===== config.mk =====
export PLATFORM = sky130hd
export DESIGN_NAME = coarse_grain_thread_switch_scheduler_top_flat
export DESIGN_NICKNAME = d
export VERILOG_FILES = /design/src/design/cgts_pkg.sv /design/src/design/cgts_if.sv /design/src/design/cgts_tile_div.sv /design/src/design/coarse_grain_thread_switch_scheduler_top.sv /design/src/flat_wrapper.sv
export SDC_FILE = /design/constraint.sdc
export NUM_CORES = 1
export LEC_CHECK = 0
export BUFFER_PORTS_ARGS = -buffer_cell sky130_fd_sc_hd__buf_2
export CAP_MARGIN = 10
export CELL_PAD_IN_SITES_DETAIL_PLACEMENT = 1
export CELL_PAD_IN_SITES_GLOBAL_PLACEMENT = 1
export CORE_ASPECT_RATIO = 0.9
export CORE_UTILIZATION = 35
export DETAILED_ROUTE_END_ITERATION = 6
export PLACE_DENSITY = 0.56
export SYNTH_ARGS = -nofsm -noshare
export SYNTH_HDL_FRONTEND = slang
export SYNTH_SLANG_ARGS = --single-unit

===== constraint.sdc =====
create_clock -name clock -period 15.16 [get_ports clock]
set_input_delay 0.758 -clock clock [delete_from_list [all_inputs] [get_ports clock]]
set_output_delay 0.758 -clock clock [all_outputs]
set_load 0.05 [all_outputs]

===== src/design/cgts_pkg.sv =====
// Shared types and constants of the coarse-grain thread switch scheduler.
// Used by the channel interfaces, the tile divider and the top level.
package cgts_pkg;

   // Field widths.
   localparam int PIXEL_BITS = 20;
   localparam int EFF_W      = PIXEL_BITS + 1;
   localparam int TOTAL_W    = 21;
   localparam int COST_W     = 16;
   localparam int THREAD_W   = 4;
   localparam int TCOUNT_W   = 5;
   localparam int CLOCK_W    = 32;
   localparam int TIME_W     = 48;
   localparam int MISS_W     = 32;

   // Configuration port.
   localparam int CSR_ADDR_W = 4;
   localparam int CSR_DATA_W = 32;
   localparam logic [1:0] REG_TOTAL   = 2'd0;
   localparam logic [1:0] REG_SWITCH  = 2'd1;
   localparam logic [1:0] REG_QUANTUM = 2'd2;

   // Register reset values.
   localparam logic [TOTAL_W-1:0] TOTAL_RESET   = 21'd65536;
   localparam logic [COST_W-1:0]  SWITCH_RESET  = 16'd400;
   localparam logic [COST_W-1:0]  QUANTUM_RESET = 16'd100;
   // Frame size after clamping the reset total to the pixel range.
   localparam int RESET_EFF = 65536;

   localparam int THREADS_DEFAULT = 4;

   localparam logic CMD_RESTART = 1'b0;
   localparam logic CMD_STEP    = 1'b1;

   typedef enum logic [1:0] {
      ACT_COMPUTE = 2'd0,
      ACT_STALL   = 2'd1,
      ACT_IDLE    = 2'd2,
      ACT_RESTART = 2'd3
   } action_type;

   typedef enum logic {
      ST_IDLE,
      ST_EXEC
   } state_type;

endpackage


===== src/design/cgts_if.sv =====
// Valid/ready channel interfaces for the scheduler's command and result items.
// Depends on cgts_pkg for field widths and the action code type.
interface cgts_req_if;
   logic valid;
   logic ready;
   logic command;
   logic miss;

   modport source (output valid, command, miss, input ready);
   modport sink   (input valid, command, miss, output ready);
endinterface

interface cgts_rsp_if;
   logic                             valid;
   logic                             ready;
   logic [cgts_pkg::THREAD_W-1:0]    acting_thread;
   logic [cgts_pkg::PIXEL_BITS-1:0]  pixel_index;
   cgts_pkg::action_type             action;
   logic                             tile_finished;
   logic [cgts_pkg::THREAD_W-1:0]    next_thread;
   logic [cgts_pkg::CLOCK_W-1:0]     cycle_number;
   logic [cgts_pkg::TIME_W-1:0]      thread_time_ns;
   logic [cgts_pkg::MISS_W-1:0]      thread_misses;
   logic                             all_done;

   modport source (output valid, acting_thread, pixel_index, action, tile_finished,
                   next_thread, cycle_number, thread_time_ns, thread_misses, all_done,
                   input ready);
   modport sink   (input valid, acting_thread, pixel_index, action, tile_finished,
                   next_thread, cycle_number, thread_time_ns, thread_misses, all_done,
                   output ready);
endinterface


===== src/design/cgts_tile_div.sv =====
// Tile size divider: clamps the frame size and divides it by the thread count.
// Three-stage reciprocal multiply with one correction step. Depends on cgts_pkg.
module cgts_tile_div #(
   parameter int THREADS = cgts_pkg::THREADS_DEFAULT
) (
   input  logic                          clock,
   input  logic                          reset,
   input  logic                          load,
   input  logic [cgts_pkg::TOTAL_W-1:0]  total,
   output logic                          busy,
   output logic [cgts_pkg::EFF_W-1:0]    eff,
   output logic [cgts_pkg::EFF_W-1:0]    quot
);
   localparam int EW = cgts_pkg::EFF_W;
   localparam int SH = EW + 1;
   localparam int KW = cgts_pkg::TCOUNT_W;
   localparam logic [SH:0]   RECIP      = (SH + 1)'((64'd1 << SH) / THREADS);
   localparam logic [KW-1:0] DIVISOR    = KW'(THREADS);
   localparam logic [EW-1:0] FRAME_MAX  = EW'(1) << cgts_pkg::PIXEL_BITS;
   localparam logic [EW-1:0] RESET_QUOT = EW'(cgts_pkg::RESET_EFF / THREADS);

   logic                 s1_vld_ff, s2_vld_ff;
   logic [EW-1:0]        eff_ff, eff_in;
   logic [EW-1:0]        q0_ff, q0_in;
   logic [EW-1:0]        quot_ff, quot_in;
   logic [EW+SH:0]       recip_prod;
   logic [EW+KW-1:0]     back_prod;
   logic [EW+KW-1:0]     remainder;

   always_comb begin
      eff_in = (total > cgts_pkg::TOTAL_W'(FRAME_MAX)) ? FRAME_MAX : EW'(total);
      // The reciprocal is rounded down, so the estimate is low by at most one.
      recip_prod = eff_ff * RECIP;
      q0_in      = recip_prod[SH +: EW];
      back_prod  = q0_ff * DIVISOR;
      remainder  = (EW + KW)'(eff_ff) - back_prod;
      quot_in    = (remainder >= (EW + KW)'(DIVISOR)) ? q0_ff + EW'(1) : q0_ff;
   end

   always_ff @(posedge clock) begin
      if (reset) begin
         s1_vld_ff <= 1'b0;
         s2_vld_ff <= 1'b0;
         eff_ff    <= EW'(cgts_pkg::RESET_EFF);
         quot_ff   <= RESET_QUOT;
      end else begin
         s1_vld_ff <= load;
         s2_vld_ff <= s1_vld_ff;
         if (load) begin
            eff_ff <= eff_in;
         end
         if (s2_vld_ff) begin
            quot_ff <= quot_in;
         end
      end
   end

   always_ff @(posedge clock) begin
      if (s1_vld_ff) begin
         q0_ff <= q0_in;
      end
   end

   assign busy = load | s1_vld_ff | s2_vld_ff;
   assign eff  = eff_ff;
   assign quot = quot_ff;

endmodule


===== src/design/coarse_grain_thread_switch_scheduler_top.sv =====
// Top level of the coarse-grain thread switch scheduler: CSR block, per-thread
// state memory and the step logic. Depends on cgts_pkg, cgts_if and cgts_tile_div.
//
//   channel   direction  handshake       contents
//   req_if    in         valid/ready     command, miss
//   rsp_if    out        valid/ready     one result item per command item
//   psel...   in/out     APB, pready=1   frame size, switch cost, pixel quantum
//
// Each item passes two states: the idle state reads the thread's entry from the
// state memory, and the execute state updates it and loads the result register; no
// new item is accepted before the last one is updated. A write of the frame size
// holds off items while the tile size is recomputed. Reset clears the scheduling
// state at once; the memory entries read as their reset values until a thread first
// writes them. A result that is not taken stalls the update and nothing is lost.
module coarse_grain_thread_switch_scheduler_top #(
   parameter int THREADS = cgts_pkg::THREADS_DEFAULT
) (
   input  logic                             clock,
   input  logic                             reset,
   cgts_req_if.sink                         req_if,
   cgts_rsp_if.source                       rsp_if,
   input  logic                             psel,
   input  logic                             penable,
   input  logic                             pwrite,
   input  logic [cgts_pkg::CSR_ADDR_W-1:0]  paddr,
   input  logic [cgts_pkg::CSR_DATA_W-1:0]  pwdata,
   output logic [cgts_pkg::CSR_DATA_W-1:0]  prdata,
   output logic                             pready
);
   localparam int SW = (THREADS > 1) ? $clog2(THREADS) : 1;
   localparam int EW = cgts_pkg::EFF_W;
   localparam int KW = cgts_pkg::TCOUNT_W;
   localparam logic [EW-1:0] RESET_QUOT = EW'(cgts_pkg::RESET_EFF / THREADS);
   localparam logic [SW-1:0] LAST_SLOT  = SW'(THREADS - 1);

   typedef struct packed {
      logic [EW-1:0]                 pixel;
      logic [cgts_pkg::TIME_W-1:0]   vtime;
      logic [cgts_pkg::MISS_W-1:0]   misses;
   } entry_type;

   // Configuration registers.
   logic [cgts_pkg::TOTAL_W-1:0]  total_ff;
   logic [cgts_pkg::COST_W-1:0]   switch_ff, quantum_ff;
   logic                          csr_write;
   logic                          div_busy;
   logic [EW-1:0]                 eff, quot;

   assign pready    = 1'b1;
   assign csr_write = psel & penable & pwrite;

   always_ff @(posedge clock) begin
      if (reset) begin
         total_ff   <= cgts_pkg::TOTAL_RESET;
         switch_ff  <= cgts_pkg::SWITCH_RESET;
         quantum_ff <= cgts_pkg::QUANTUM_RESET;
      end else if (csr_write) begin
         unique case (paddr[3:2])
            cgts_pkg::REG_TOTAL:   total_ff   <= pwdata[cgts_pkg::TOTAL_W-1:0];
            cgts_pkg::REG_SWITCH:  switch_ff  <= pwdata[cgts_pkg::COST_W-1:0];
            cgts_pkg::REG_QUANTUM: quantum_ff <= pwdata[cgts_pkg::COST_W-1:0];
            default: ;
         endcase
      end
   end

   always_comb begin
      unique case (paddr[3:2])
         cgts_pkg::REG_TOTAL:   prdata = cgts_pkg::CSR_DATA_W'(total_ff);
         cgts_pkg::REG_SWITCH:  prdata = cgts_pkg::CSR_DATA_W'(switch_ff);
         cgts_pkg::REG_QUANTUM: prdata = cgts_pkg::CSR_DATA_W'(quantum_ff);
         default:               prdata = '0;
      endcase
   end

   cgts_tile_div #(.THREADS(THREADS)) u_div (
      .clock (clock),
      .reset (reset),
      .load  (csr_write && paddr[3:2] == cgts_pkg::REG_TOTAL),
      .total (pwdata[cgts_pkg::TOTAL_W-1:0]),
      .busy  (div_busy),
      .eff   (eff),
      .quot  (quot)
   );

   // Scheduling state.
   cgts_pkg::state_type           state_ff, state_in;
   logic [SW-1:0]                 slot_ff, slot_in;
   logic [THREADS-1:0]            done_ff, done_in;
   logic [THREADS-1:0]            stall_ff, stall_in;
   logic [THREADS-1:0]            valid_ff, valid_in;
   logic [cgts_pkg::CLOCK_W-1:0]  issue_ff, issue_in;
   logic [EW-1:0]                 start_q_ff, start_q_in;

   // Item captured at accept.
   logic                          cmd_ff, miss_ff;
   logic [EW-1:0]                 start_ff, end_ff;
   entry_type                     rd_ff;
   entry_type                     mem [THREADS];

   logic                          accept, go;
   logic [EW+SW-1:0]              start_prod;
   logic [EW+KW-1:0]              end_prod;
   logic [EW-1:0]                 end_in;

   // Result register.
   logic                          rsp_valid_ff;
   logic [cgts_pkg::THREAD_W-1:0] acting_ff, next_ff;
   logic [cgts_pkg::PIXEL_BITS-1:0] pixel_ff;
   cgts_pkg::action_type          action_ff, action_in;
   logic                          finished_ff, all_done_ff;
   logic [cgts_pkg::CLOCK_W-1:0]  cycle_ff;
   logic [cgts_pkg::TIME_W-1:0]   time_ff;
   logic [cgts_pkg::MISS_W-1:0]   misses_ff;

   // Step datapath.
   entry_type                     entry, entry_new;
   logic                          restart, all_done_cur, idle, stall, finish;
   logic [EW-1:0]                 pixel_next;
   logic [KW-1:0]                 cand;
   logic [SW-1:0]                 rot_slot;

   always_comb begin
      state_in     = state_ff;
      req_if.ready = 1'b0;
      go           = 1'b0;
      unique case (state_ff)
         cgts_pkg::ST_IDLE: begin
            req_if.ready = ~div_busy;
            if (req_if.valid && !div_busy) begin
               state_in = cgts_pkg::ST_EXEC;
            end
         end
         cgts_pkg::ST_EXEC: begin
            go = ~rsp_valid_ff | rsp_if.ready;
            if (go) begin
               state_in = cgts_pkg::ST_IDLE;
            end
         end
         default: state_in = cgts_pkg::ST_IDLE;
      endcase
   end

   assign accept = req_if.valid & req_if.ready;

   always_ff @(posedge clock) begin
      if (reset) begin
         state_ff <= cgts_pkg::ST_IDLE;
      end else begin
         state_ff <= state_in;
      end
   end

   // Tile bounds of the acting thread, formed while its entry is read.
   always_comb begin
      start_prod = start_q_ff * slot_ff;
      end_prod   = quot * (KW'(slot_ff) + KW'(1));
      end_in     = (slot_ff == LAST_SLOT) ? eff : end_prod[EW-1:0];
   end

   always_ff @(posedge clock) begin
      if (accept) begin
         cmd_ff   <= req_if.command;
         miss_ff  <= req_if.miss;
         start_ff <= start_prod[EW-1:0];
         end_ff   <= end_in;
         rd_ff    <= mem[slot_ff];
      end
      if (go && !restart && !idle) begin
         mem[slot_ff] <= entry_new;
      end
   end

   always_comb begin
      restart      = (cmd_ff == cgts_pkg::CMD_RESTART);
      all_done_cur = &done_ff;
      idle         = all_done_cur | done_ff[slot_ff];
      // An entry never written since restart holds the tile start and zero counts.
      if (valid_ff[slot_ff]) begin
         entry = rd_ff;
      end else begin
         entry = '{pixel: start_ff, vtime: '0, misses: '0};
      end
      stall      = miss_ff & ~stall_ff[slot_ff];
      pixel_next = entry.pixel + EW'(1);
      entry_new  = entry;
      if (stall) begin
         entry_new.vtime  = entry.vtime + cgts_pkg::TIME_W'(switch_ff);
         entry_new.misses = entry.misses + cgts_pkg::MISS_W'(1);
      end else begin
         entry_new.vtime  = entry.vtime + cgts_pkg::TIME_W'(quantum_ff);
         entry_new.pixel  = pixel_next;
      end
      finish  = ~stall & (pixel_next >= end_ff);
      done_in = done_ff;
      if (finish) begin
         done_in[slot_ff] = 1'b1;
      end

      // Round-robin search for the next unfinished thread after the acting one.
      // The nearest one wins; when none is left the slot simply moves on by one.
      rot_slot = '0;
      for (int k = THREADS; k >= 1; k--) begin
         cand = KW'(slot_ff) + KW'(k);
         if (cand >= KW'(THREADS)) begin
            cand = cand - KW'(THREADS);
         end
         if (!done_in[cand[SW-1:0]] || (k == 1 && &done_in)) begin
            rot_slot = cand[SW-1:0];
         end
      end

      slot_in    = slot_ff;
      stall_in   = stall_ff;
      valid_in   = valid_ff;
      issue_in   = issue_ff;
      start_q_in = start_q_ff;
      action_in  = cgts_pkg::ACT_IDLE;
      if (restart) begin
         slot_in    = '0;
         done_in    = '0;
         stall_in   = '0;
         valid_in   = '0;
         issue_in   = '0;
         start_q_in = quot;
         action_in  = cgts_pkg::ACT_RESTART;
      end else if (idle) begin
         done_in = done_ff;
      end else begin
         issue_in          = issue_ff + cgts_pkg::CLOCK_W'(1);
         valid_in[slot_ff] = 1'b1;
         stall_in[slot_ff] = stall;
         action_in         = stall ? cgts_pkg::ACT_STALL : cgts_pkg::ACT_COMPUTE;
         if (stall || finish) begin
            slot_in = rot_slot;
         end
      end
   end

   always_ff @(posedge clock) begin
      if (reset) begin
         slot_ff    <= '0;
         done_ff    <= '0;
         stall_ff   <= '0;
         valid_ff   <= '0;
         issue_ff   <= '0;
         start_q_ff <= RESET_QUOT;
      end else if (go) begin
         slot_ff    <= slot_in;
         done_ff    <= done_in;
         stall_ff   <= stall_in;
         valid_ff   <= valid_in;
         issue_ff   <= issue_in;
         start_q_ff <= start_q_in;
      end
   end

   always_ff @(posedge clock) begin
      if (reset) begin
         rsp_valid_ff <= 1'b0;
      end else if (go) begin
         rsp_valid_ff <= 1'b1;
      end else if (rsp_if.ready) begin
         rsp_valid_ff <= 1'b0;
      end
   end

   always_ff @(posedge clock) begin
      if (go) begin
         action_ff <= action_in;
         if (restart) begin
            acting_ff   <= '0;
            next_ff     <= '0;
            pixel_ff    <= '0;
            finished_ff <= 1'b0;
            cycle_ff    <= '0;
            time_ff     <= '0;
            misses_ff   <= '0;
            all_done_ff <= 1'b0;
         end else if (idle) begin
            acting_ff   <= cgts_pkg::THREAD_W'(slot_ff);
            next_ff     <= cgts_pkg::THREAD_W'(slot_ff);
            pixel_ff    <= '0;
            finished_ff <= 1'b0;
            cycle_ff    <= '0;
            time_ff     <= entry.vtime;
            misses_ff   <= entry.misses;
            all_done_ff <= all_done_cur;
         end else begin
            acting_ff   <= cgts_pkg::THREAD_W'(slot_ff);
            next_ff     <= cgts_pkg::THREAD_W'(slot_in);
            pixel_ff    <= entry.pixel[cgts_pkg::PIXEL_BITS-1:0];
            finished_ff <= finish;
            cycle_ff    <= issue_ff;
            time_ff     <= entry_new.vtime;
            misses_ff   <= entry_new.misses;
            all_done_ff <= &done_in;
         end
      end
   end

   assign rsp_if.valid          = rsp_valid_ff;
   assign rsp_if.acting_thread  = acting_ff;
   assign rsp_if.pixel_index    = pixel_ff;
   assign rsp_if.action         = action_ff;
   assign rsp_if.tile_finished  = finished_ff;
   assign rsp_if.next_thread    = next_ff;
   assign rsp_if.cycle_number   = cycle_ff;
   assign rsp_if.thread_time_ns = time_ff;
   assign rsp_if.thread_misses  = misses_ff;
   assign rsp_if.all_done       = all_done_ff;

   // The slot never rests on a finished thread while others still have work.
   a_slot_live: assert property (@(posedge clock) disable iff (reset)
      (&done_ff) || !done_ff[slot_ff])
      else $error("slot held by a finished thread");

   a_restart_clears: assert property (@(posedge clock) disable iff (reset)
      go && restart |=> valid_ff == '0 && done_ff == '0 && slot_ff == '0)
      else $error("restart left scheduling state behind");

   a_div_settled: assert property (@(posedge clock) disable iff (reset)
      state_ff == cgts_pkg::ST_EXEC |-> !div_busy)
      else $error("item in flight while tile size is recomputed");

   a_finish_marks: assert property (@(posedge clock) disable iff (reset)
      go && !restart && !idle && finish |=> done_ff[$past(slot_ff)])
      else $error("finished tile not marked done");

   a_entry_written: assert property (@(posedge clock) disable iff (reset)
      go && !restart && !idle |=> valid_ff[$past(slot_ff)])
      else $error("updated entry not marked valid");

endmodule


===== src/flat_wrapper.sv =====
// flat-port wrapper written by rule: the top's interface ports become plain ports
module coarse_grain_thread_switch_scheduler_top_flat 
#(
   parameter int THREADS = cgts_pkg::THREADS_DEFAULT
)
  (clock, reset, psel, penable, pwrite, paddr, pwdata, prdata, pready, req_if_valid, req_if_command, req_if_miss, req_if_ready, rsp_if_valid, rsp_if_acting_thread, rsp_if_pixel_index, rsp_if_action, rsp_if_tile_finished, rsp_if_next_thread, rsp_if_cycle_number, rsp_if_thread_time_ns, rsp_if_thread_misses, rsp_if_all_done, rsp_if_ready);
  cgts_req_if req_if_i ();
  cgts_rsp_if rsp_if_i ();
  input  logic clock;
  input  logic reset;
  input  logic psel;
  input  logic penable;
  input  logic pwrite;
  input  logic [cgts_pkg::CSR_ADDR_W-1:0] paddr;
  input  logic [cgts_pkg::CSR_DATA_W-1:0] pwdata;
  output logic [cgts_pkg::CSR_DATA_W-1:0] prdata;
  output logic pready;
  input wire logic [$bits(req_if_i.valid)-1:0] req_if_valid;
  input wire logic [$bits(req_if_i.command)-1:0] req_if_command;
  input wire logic [$bits(req_if_i.miss)-1:0] req_if_miss;
  output wire logic [$bits(req_if_i.ready)-1:0] req_if_ready;
  output wire logic [$bits(rsp_if_i.valid)-1:0] rsp_if_valid;
  output wire logic [$bits(rsp_if_i.acting_thread)-1:0] rsp_if_acting_thread;
  output wire logic [$bits(rsp_if_i.pixel_index)-1:0] rsp_if_pixel_index;
  output wire logic [$bits(rsp_if_i.action)-1:0] rsp_if_action;
  output wire logic [$bits(rsp_if_i.tile_finished)-1:0] rsp_if_tile_finished;
  output wire logic [$bits(rsp_if_i.next_thread)-1:0] rsp_if_next_thread;
  output wire logic [$bits(rsp_if_i.cycle_number)-1:0] rsp_if_cycle_number;
  output wire logic [$bits(rsp_if_i.thread_time_ns)-1:0] rsp_if_thread_time_ns;
  output wire logic [$bits(rsp_if_i.thread_misses)-1:0] rsp_if_thread_misses;
  output wire logic [$bits(rsp_if_i.all_done)-1:0] rsp_if_all_done;
  input wire logic [$bits(rsp_if_i.ready)-1:0] rsp_if_ready;
  assign req_if_i.valid = req_if_valid;
  assign req_if_i.command = req_if_command;
  assign req_if_i.miss = req_if_miss;
  assign req_if_ready = req_if_i.ready;
  assign rsp_if_valid = rsp_if_i.valid;
  assign rsp_if_acting_thread = rsp_if_i.acting_thread;
  assign rsp_if_pixel_index = rsp_if_i.pixel_index;
  assign rsp_if_action = rsp_if_i.action;
  assign rsp_if_tile_finished = rsp_if_i.tile_finished;
  assign rsp_if_next_thread = rsp_if_i.next_thread;
  assign rsp_if_cycle_number = rsp_if_i.cycle_number;
  assign rsp_if_thread_time_ns = rsp_if_i.thread_time_ns;
  assign rsp_if_thread_misses = rsp_if_i.thread_misses;
  assign rsp_if_all_done = rsp_if_i.all_done;
  assign rsp_if_i.ready = rsp_if_ready;
  coarse_grain_thread_switch_scheduler_top #(.THREADS(THREADS)) u_core (.clock(clock), .reset(reset), .req_if(req_if_i), .rsp_if(rsp_if_i), .psel(psel), .penable(penable), .pwrite(pwrite), .paddr(paddr), .pwdata(pwdata), .prdata(prdata), .pready(pready));
endmodule

### Yosys cells after proc, flatten, opt, wreduce, memory -nomap -nowiden

Memory sizes are Yosys's and may differ from the RTL's. A register that Yosys moved wholly into a read port is not among the register bits.
Index checks and enable logic that the tools add are counted.

| word-level totals | value |
|---|---|
| input port bits | 45 |
| bits in latches | 0 |
| ROM bits | 0 |
| memories | 1 |
| register bits after elaboration | 373 |
| memory bits (writable) | 404 |

| operators by class | value |
|---|---|
| bitwise logic cells | 17 |
| add/sub/neg operators | 16 |
| $mul | 2 |
| eq/ne operators | 4 |
| shifts and indexed selects | 0 |
| divide/modulo/power cells | 0 |
| reduce and logical (&&, ||, !) cells | 21 |
| $lt $le $gt $ge | 13 |
| mux-type cells | 60 |

Memory list:

| memory | depth | bits a word | rd ports | clocked after memory_dff | write ports | line | text |
|---|---|---|---|---|---|---|---|
| u_core.mem | 4 | 101 | 1 | 1 | 1 | coarse_grain_thread_switch_scheduler_top.sv:99 | `entry_type mem [THREADS];` |

Operators with widths:

| operator | number |
|---|---|
| two-way mux 32 bit | 4 |
| two-way mux 101 bit | 1 |
| adder 48 x 16 -> 48 bit | 2 |
| two-way mux 48 bit | 2 |
| adder 32 x 1 -> 32 bit, second input constant | 2 |
| two-way mux 21 bit | 3 |
| case mux 21 bit (3 select lines) | 1 |
| two-way mux 4 bit | 7 |
| >= comparator 26 x 3 -> 1 bit, second input constant | 1 |
| multiplier 21 x 26 -> 21 bit | 1 |
| two-way mux 2 bit | 12 |
| subtractor 21 x 21 -> 22 bit | 1 |
| adder 21 x 1 -> 21 bit, second input constant | 1 |
| >= comparator 21 bit | 1 |
| greater-than comparator 21 bit, second input constant | 1 |
| multiplier 21 x 2 -> 21 bit | 1 |
| adder 19 x 1 -> 20 bit, second input constant | 1 |
| two-way mux 20 bit | 1 |
| two-way mux 1 bit | 19 |
| < comparator 2 x 3 -> 1 bit, second input constant | 5 |
| binary-select mux 1 bit (select 2 bit) | 7 |
| AND reduction 4 bit | 3 |
| AND reduction 2 bit | 5 |
| >= comparator 3 bit, second input constant | 3 |
| other kinds (22) | 48 |

### Logic depth before layout (Yosys ltp)

| depth | value |
|---|---|
| depth after elaboration | 17 |
| depth in mapped cells | 30 |
| depth with buffers taken out | 22 |

### Cells and area by module

Synthesis repeated with hierarchy kept, for this count alone.

| unflattened totals | value |
|---|---|
| cell total of the unflattened synthesis | 3459 |
| area, all modules | 41357.2 um^2 |

By module, submodules not included:

| module | times used | area an instance (um^2) | cells each |
|---|---|---|---|
| coarse_grain_thread_switch_scheduler_top | 1 | 37533.5 | 3014 |
| cgts_tile_div | 1 | 3823.7 | 445 |

### Least setup slack after synthesis

No wires, ideal clock.

| timing path | value |
|---|---|
| kind | input to register |
| start point | input port rsp_if_ready |
| end point | memory u_core.mem[0][0] (netlist name) (enable) |
| arrival | 7.868 ns |
| slack | 6.819 ns |
| stages | 5 |
| required time | 14.687 ns |
| path through | nand2b_1 -> nand2_1 -> inv_1 -> clkbuf_1 -> and3_1 |

| on the way | value |
|---|---|
| word-level cells in the longest chain between the ends | 6 |

RTL lines:

| element | line | text |
|---|---|---|
| start, declared | flat_wrapper.sv:32 | `input wire logic [$bits(rsp_if_i.ready)-1:0] rsp_if_ready;` |
| bitwise OR 1 bit | coarse_grain_thread_switch_scheduler_top.sv:135 | `go = ~rsp_valid_ff \| rsp_if.ready;` |
| two-way mux 1 bit | coarse_grain_thread_switch_scheduler_top.sv:127 | `unique case (state_ff)` |
| via u_core.go | coarse_grain_thread_switch_scheduler_top.sv:101 | `logic accept, go;` |
| logical AND 1 bit (2 in a row) | coarse_grain_thread_switch_scheduler_top.sv:169 | `if (go && !restart && !idle) begin` |
| two-way mux 1 bit | coarse_grain_thread_switch_scheduler_top.sv:169 |  |
| two-way mux 1 bit (implied by the code) | coarse_grain_thread_switch_scheduler_top.sv:170 | `mem[slot_ff] <= entry_new;` |
| end, declared | coarse_grain_thread_switch_scheduler_top.sv:99 |  |

The timed path passes the listed nets, and every way through them passes these cells.

==> metrics.md <==
| Metric | Value |
|---|---|
| Vias in the first global route | `between 20000 and 30000` |
| Sequential share of the synthesized area | `59.5%` |
| EDFF count, synth | `708` |
| Num rows | `119` |
| Worst Path Required | `15.59 ns` |
| I/O Buffers | `a little under 200` |
| Synth cell types | `86` |
| Post-Syn Area | `between 40000 and 50000 um^2` |
| Seq pwr share | `48.8%` |
| Total Routing Usage GR | `19.2%` |
| Hold-fix buffers, CTS | `0` |
| Antenna viol nets, final | `0` |
| Vias per inst | `about 5.2` |
| Power per cell area | `117 nW/um^2` |
| CTS resizes | `0` |
| Area leader, netlist | `edfxtp_1` |
| Clock-pin slew on the worst setup and hold paths | `0.06 ns` |
| Proportion of layout cells with a drive suffix above 1 | `15.2%` |
| Switching part of the total | `between 20% and 30%` |
| CTS tree | `built` |
| Worst reg2reg setup slack | `7.14 ns` |
| Final worst setup slack | `approximately 7.1 ns` |
| First-pass GRT wire length | `174 mm` |
| Die height | `328 um` |
| Clk_skew | `0.0185 ns` |
| CP max FO | `39` |
| Clock Sinks | `872` |
| Max transition margin | `16.8%` |
| P_leak | `16.7 nW` |
| Yosys Warn Count | `0` |
| Clk network pwr share | `44.0%` |
| Effective utilization at floorplan | `35.3%` |
| Fin Setup TNS | `0 ns` |
| Int Pwr | `between 4 and 5 mW` |
| Total power | `5.53 mW` |
| Mapped Avg Cell Area | `12.1 um^2` |
| Largest net degree at the start of global routing | `71` |
| Antenna violations before repair | `1` |
| Tightest Hold Check Type | `in2reg` |
| Critical path class | `reg2reg` |
| Status | `completed` |
| Die Span X | `about 360 um` |
| Post-CTS Setup Bufs | `0` |
| Max-Cap Viols | `0` |
| Final hold viol count | `0` |
| Io pins | `224` |
| Gate power share | `7.2%` |
| RSZ-0062 raised after global routing | `false` |
| Startpoint types | `register` |
| Net Sw Power | `about 1.3 mW` |
| Syn-to-layout area delta | `14.5%` |
| Post-synth top flop | `edfxtp_1` |
| Count leader, synth | `edfxtp_1` |
| Initial DRC Count | `1697` |
| Drc violations | `0` |
| CTS root buf | `clkbuf_16` |
| FMAX | `125 MHz` |
| Reg-to-reg startpoint | `u_core.slot_ff[0]$_SDFFE_PP0P_` |
| Drt first pass iters | `4` |
| TritonCTS buffer count | `99` |
| Gpl congestion | `0.794` |
| Multi-input logic area | `15600 um^2` |
| WL/cell | `roughly 22 um` |
| Die area | `119000 um^2` |
| DP Worst Slack | `just over 7 ns` |
| Post-synthesis async set-or-reset flop share | `0%` |
| Worst-Margin Slew | `1.24 ns` |
| Final setup vio count | `0` |
| Period utilization | `52.9%` |
| Clock latency on the worst-skew pair | `0.68 ns` |
| Htree depth | `3` |
| Ranking of synthesized cells by area | `edfxtp_1, dfxtp_1, mux4_2, nand2_1, ha_1` |
| Total global routing overflow | `0` |
| Worst vdd ir | `0.0801 mV` |
| Worst reg2reg endpoint | `u_core.rsp_if.next_thread[0]$_SDFFCE_PN0P_` |
| Final Routed Wirelength | `approximately 110 mm` |
| Layout filler cell count | `~12000` |
| Vias | `about 27000` |
| CP Launch Point | `u_core.slot_ff[0]$_SDFFE_PP0P_` |
| Dpl hpwl | `75.6 mm` |
| Worst Path Arrival | `~8.5 ns` |
| Top cell type's share of synthesized area | `51.6%` |
| NumNets Final | `3747` |
| Core area | `between 100000 and 150000 um^2` |
| Final Util | `40.4%` |
| Fin crit period | `8.02 ns` |
| Max-slew violation count | `0` |
| FF/Latch Area | `24600 um^2` |
| Critical path endpoint | `u_core.rsp_if.next_thread[0]$_SDFFCE_PN0P_` |
| Maximum clock insertion buffer count | `3` |
| Kind of end point of the critical path | `register` |
| #FFs+latches synth | `between 800 and 900` |
| Post-synth top cells | `edfxtp_1, nand2_1, nor2_1` |
| Mapped Cells | `around 3400` |
| Reg2Reg Depth | `21` |
## power by group through the flow
stage	registers (mW)	clock network [mW]	logic (mW)
2_1_floorplan	2.80	0	0.221
3_3_place_gp	2.75	0	0.401
3_5_place_dp	2.75	0	0.404
4_1_cts	2.70	2.51	0.406
5_1_grt	2.70	2.59	0.433
6_report	2.70	2.43	0.398
## sequential cells by signal (all words and copies together), names as in the netlist, 4 cells and up
| register | count |
|---|---|
| u_core.done_ff | 4 |
| u_core.end_ff | 21 |
| u_core.issue_ff | 32 |
| u_core.mem | 404 |
| u_core.quantum_ff | 16 |
| u_core.rd_ff | 101 |
| u_core.rsp_if.cycle_number | 32 |
| u_core.rsp_if.pixel_index | 20 |
| u_core.rsp_if.thread_misses | 32 |
| u_core.rsp_if.thread_time_ns | 48 |
| u_core.stall_ff | 4 |
| u_core.start_ff | 21 |
| u_core.start_q_ff | 20 |
| u_core.switch_ff | 16 |
| u_core.total_ff | 21 |
| u_core.u_div.eff | 21 |
| u_core.u_div.q0_ff | 19 |
| u_core.u_div.quot | 20 |
| u_core.valid_ff | 4 |
## how the worst min path moves through the flow
stage | startpoint | endpoint | slack (ns) | cells after the start
floorplan | u_core.total_ff[17]$_SDFFE_PP0P_ | u_core.total_ff[17]$_SDFFE_PP0P_ | 0.43 | 2
global placement | u_core.total_ff[18]$_SDFFE_PP0P_ | u_core.total_ff[18]$_SDFFE_PP0P_ | 0.44 | 2
detailed placement | u_core.total_ff[19]$_SDFFE_PP0P_ | u_core.total_ff[19]$_SDFFE_PP0P_ | 0.45 | 2
CTS | req_if_command | u_core.cmd_ff$_DFFE_PP_ | 0.21 | 1
global route | req_if_command | u_core.cmd_ff$_DFFE_PP_ | 0.21 | 1
finish | req_if_command | u_core.cmd_ff$_DFFE_PP_ | 0.25 | 1
## stage by stage
stage                     std cells  instance area [um^2]  hold slack (ns)
after CTS                      5238                 47200            0.207
after global placement         5050                 43900            0.440
after floorplan                3411                 41300            0.432
after detailed placement       5050                 43900            0.448
final                          5239                 47200            0.255
after global routing           5238                 47200            0.215
## worst max-delay path, cell delays in order (launching register included)
cell and delay (ns):
dfxtp_4 0.81, mux4_4 1.05, mux2i_1 0.27, inv_1 0.13
ha_1 0.26, o21ai_1 0.15, or3_1 0.47, nor3_2 0.29
nand2_1 0.15, or3_1 0.50, nor4_2 0.34, xnor2_1 0.11
ha_1 0.31, nand3_1 0.11, nor3_1 0.83, nand3_1 0.20
o21ai_0 0.58, a31oi_1 0.21, mux4_2 0.52, o21ai_0 0.18
nand2_1 0.12, mux2i_1 0.13
## placed cells by master (no fill, tap or decap), types with 20 or more instances in the layout
| cell type | Yosys | final |
|---|---|---|
| inv_1 | 118 | 117 |
| clkinv_2 | 0 | 21 |
| o21a_1 | 34 | 33 |
| mux4_2 | 105 | 104 |
| nand4_1 | 27 | 27 |
| dfxtp_1 | 164 | 162 |
| xnor2_1 | 115 | 115 |
| buf_2 | 5 | 193 |
| o21ai_0 | 126 | 125 |
| a22oi_1 | 28 | 28 |
| nor3_1 | 53 | 52 |
| nor2_1 | 224 | 224 |
| edfxtp_1 | 708 | 708 |
| buf_4 | 16 | 48 |
| fa_1 | 22 | 22 |
| clkinv_1 | 1 | 20 |
| mux2i_1 | 56 | 56 |
| or3_1 | 30 | 30 |
| nand3_1 | 102 | 102 |
| xor2_1 | 76 | 76 |
| clkbuf_16 | 0 | 99 |
| and2_1 | 95 | 94 |
| and3_1 | 73 | 69 |
| nand2b_1 | 21 | 21 |
| ha_1 | 102 | 101 |
| nor2b_1 | 26 | 24 |
| nand2_1 | 503 | 503 |
| a21oi_1 | 157 | 156 |
## routing by layer
layer,vias up,track usage [%],share of wire [%]
li1,12771,-,-
met1,13645,28.1,49
met2,439,29.6,45
met3,143,2.75,3.4
met4,0,5.38,2.6
met5,-,0,0
## layout make-up
type                       instances  share of cell area, %
multi-input combinational       2245                   33.1
antenna                            1                0.00530
timing repair buffer             241                   2.81
sequential                       872                   52.0
clock inverter                    69                   1.48
inverter                         119                  0.957
clock buffer                     119                   5.51
tap                             1573                   4.17
## logic make-up (layout without fill, tap and decap cells)
group	after synthesis	in the layout	share of synthesized area, %
other cells	2	17	0.0182
buf+inv	294	548	2.90
compound gates	514	514	7.85
xor+xnor	191	191	4.06
simple gates	1232	1232	14.2
mux	168	168	7.29
fa+ha+maj	124	124	4.16
flops	872	872	59.5
(Power assumes the default switching activity.)
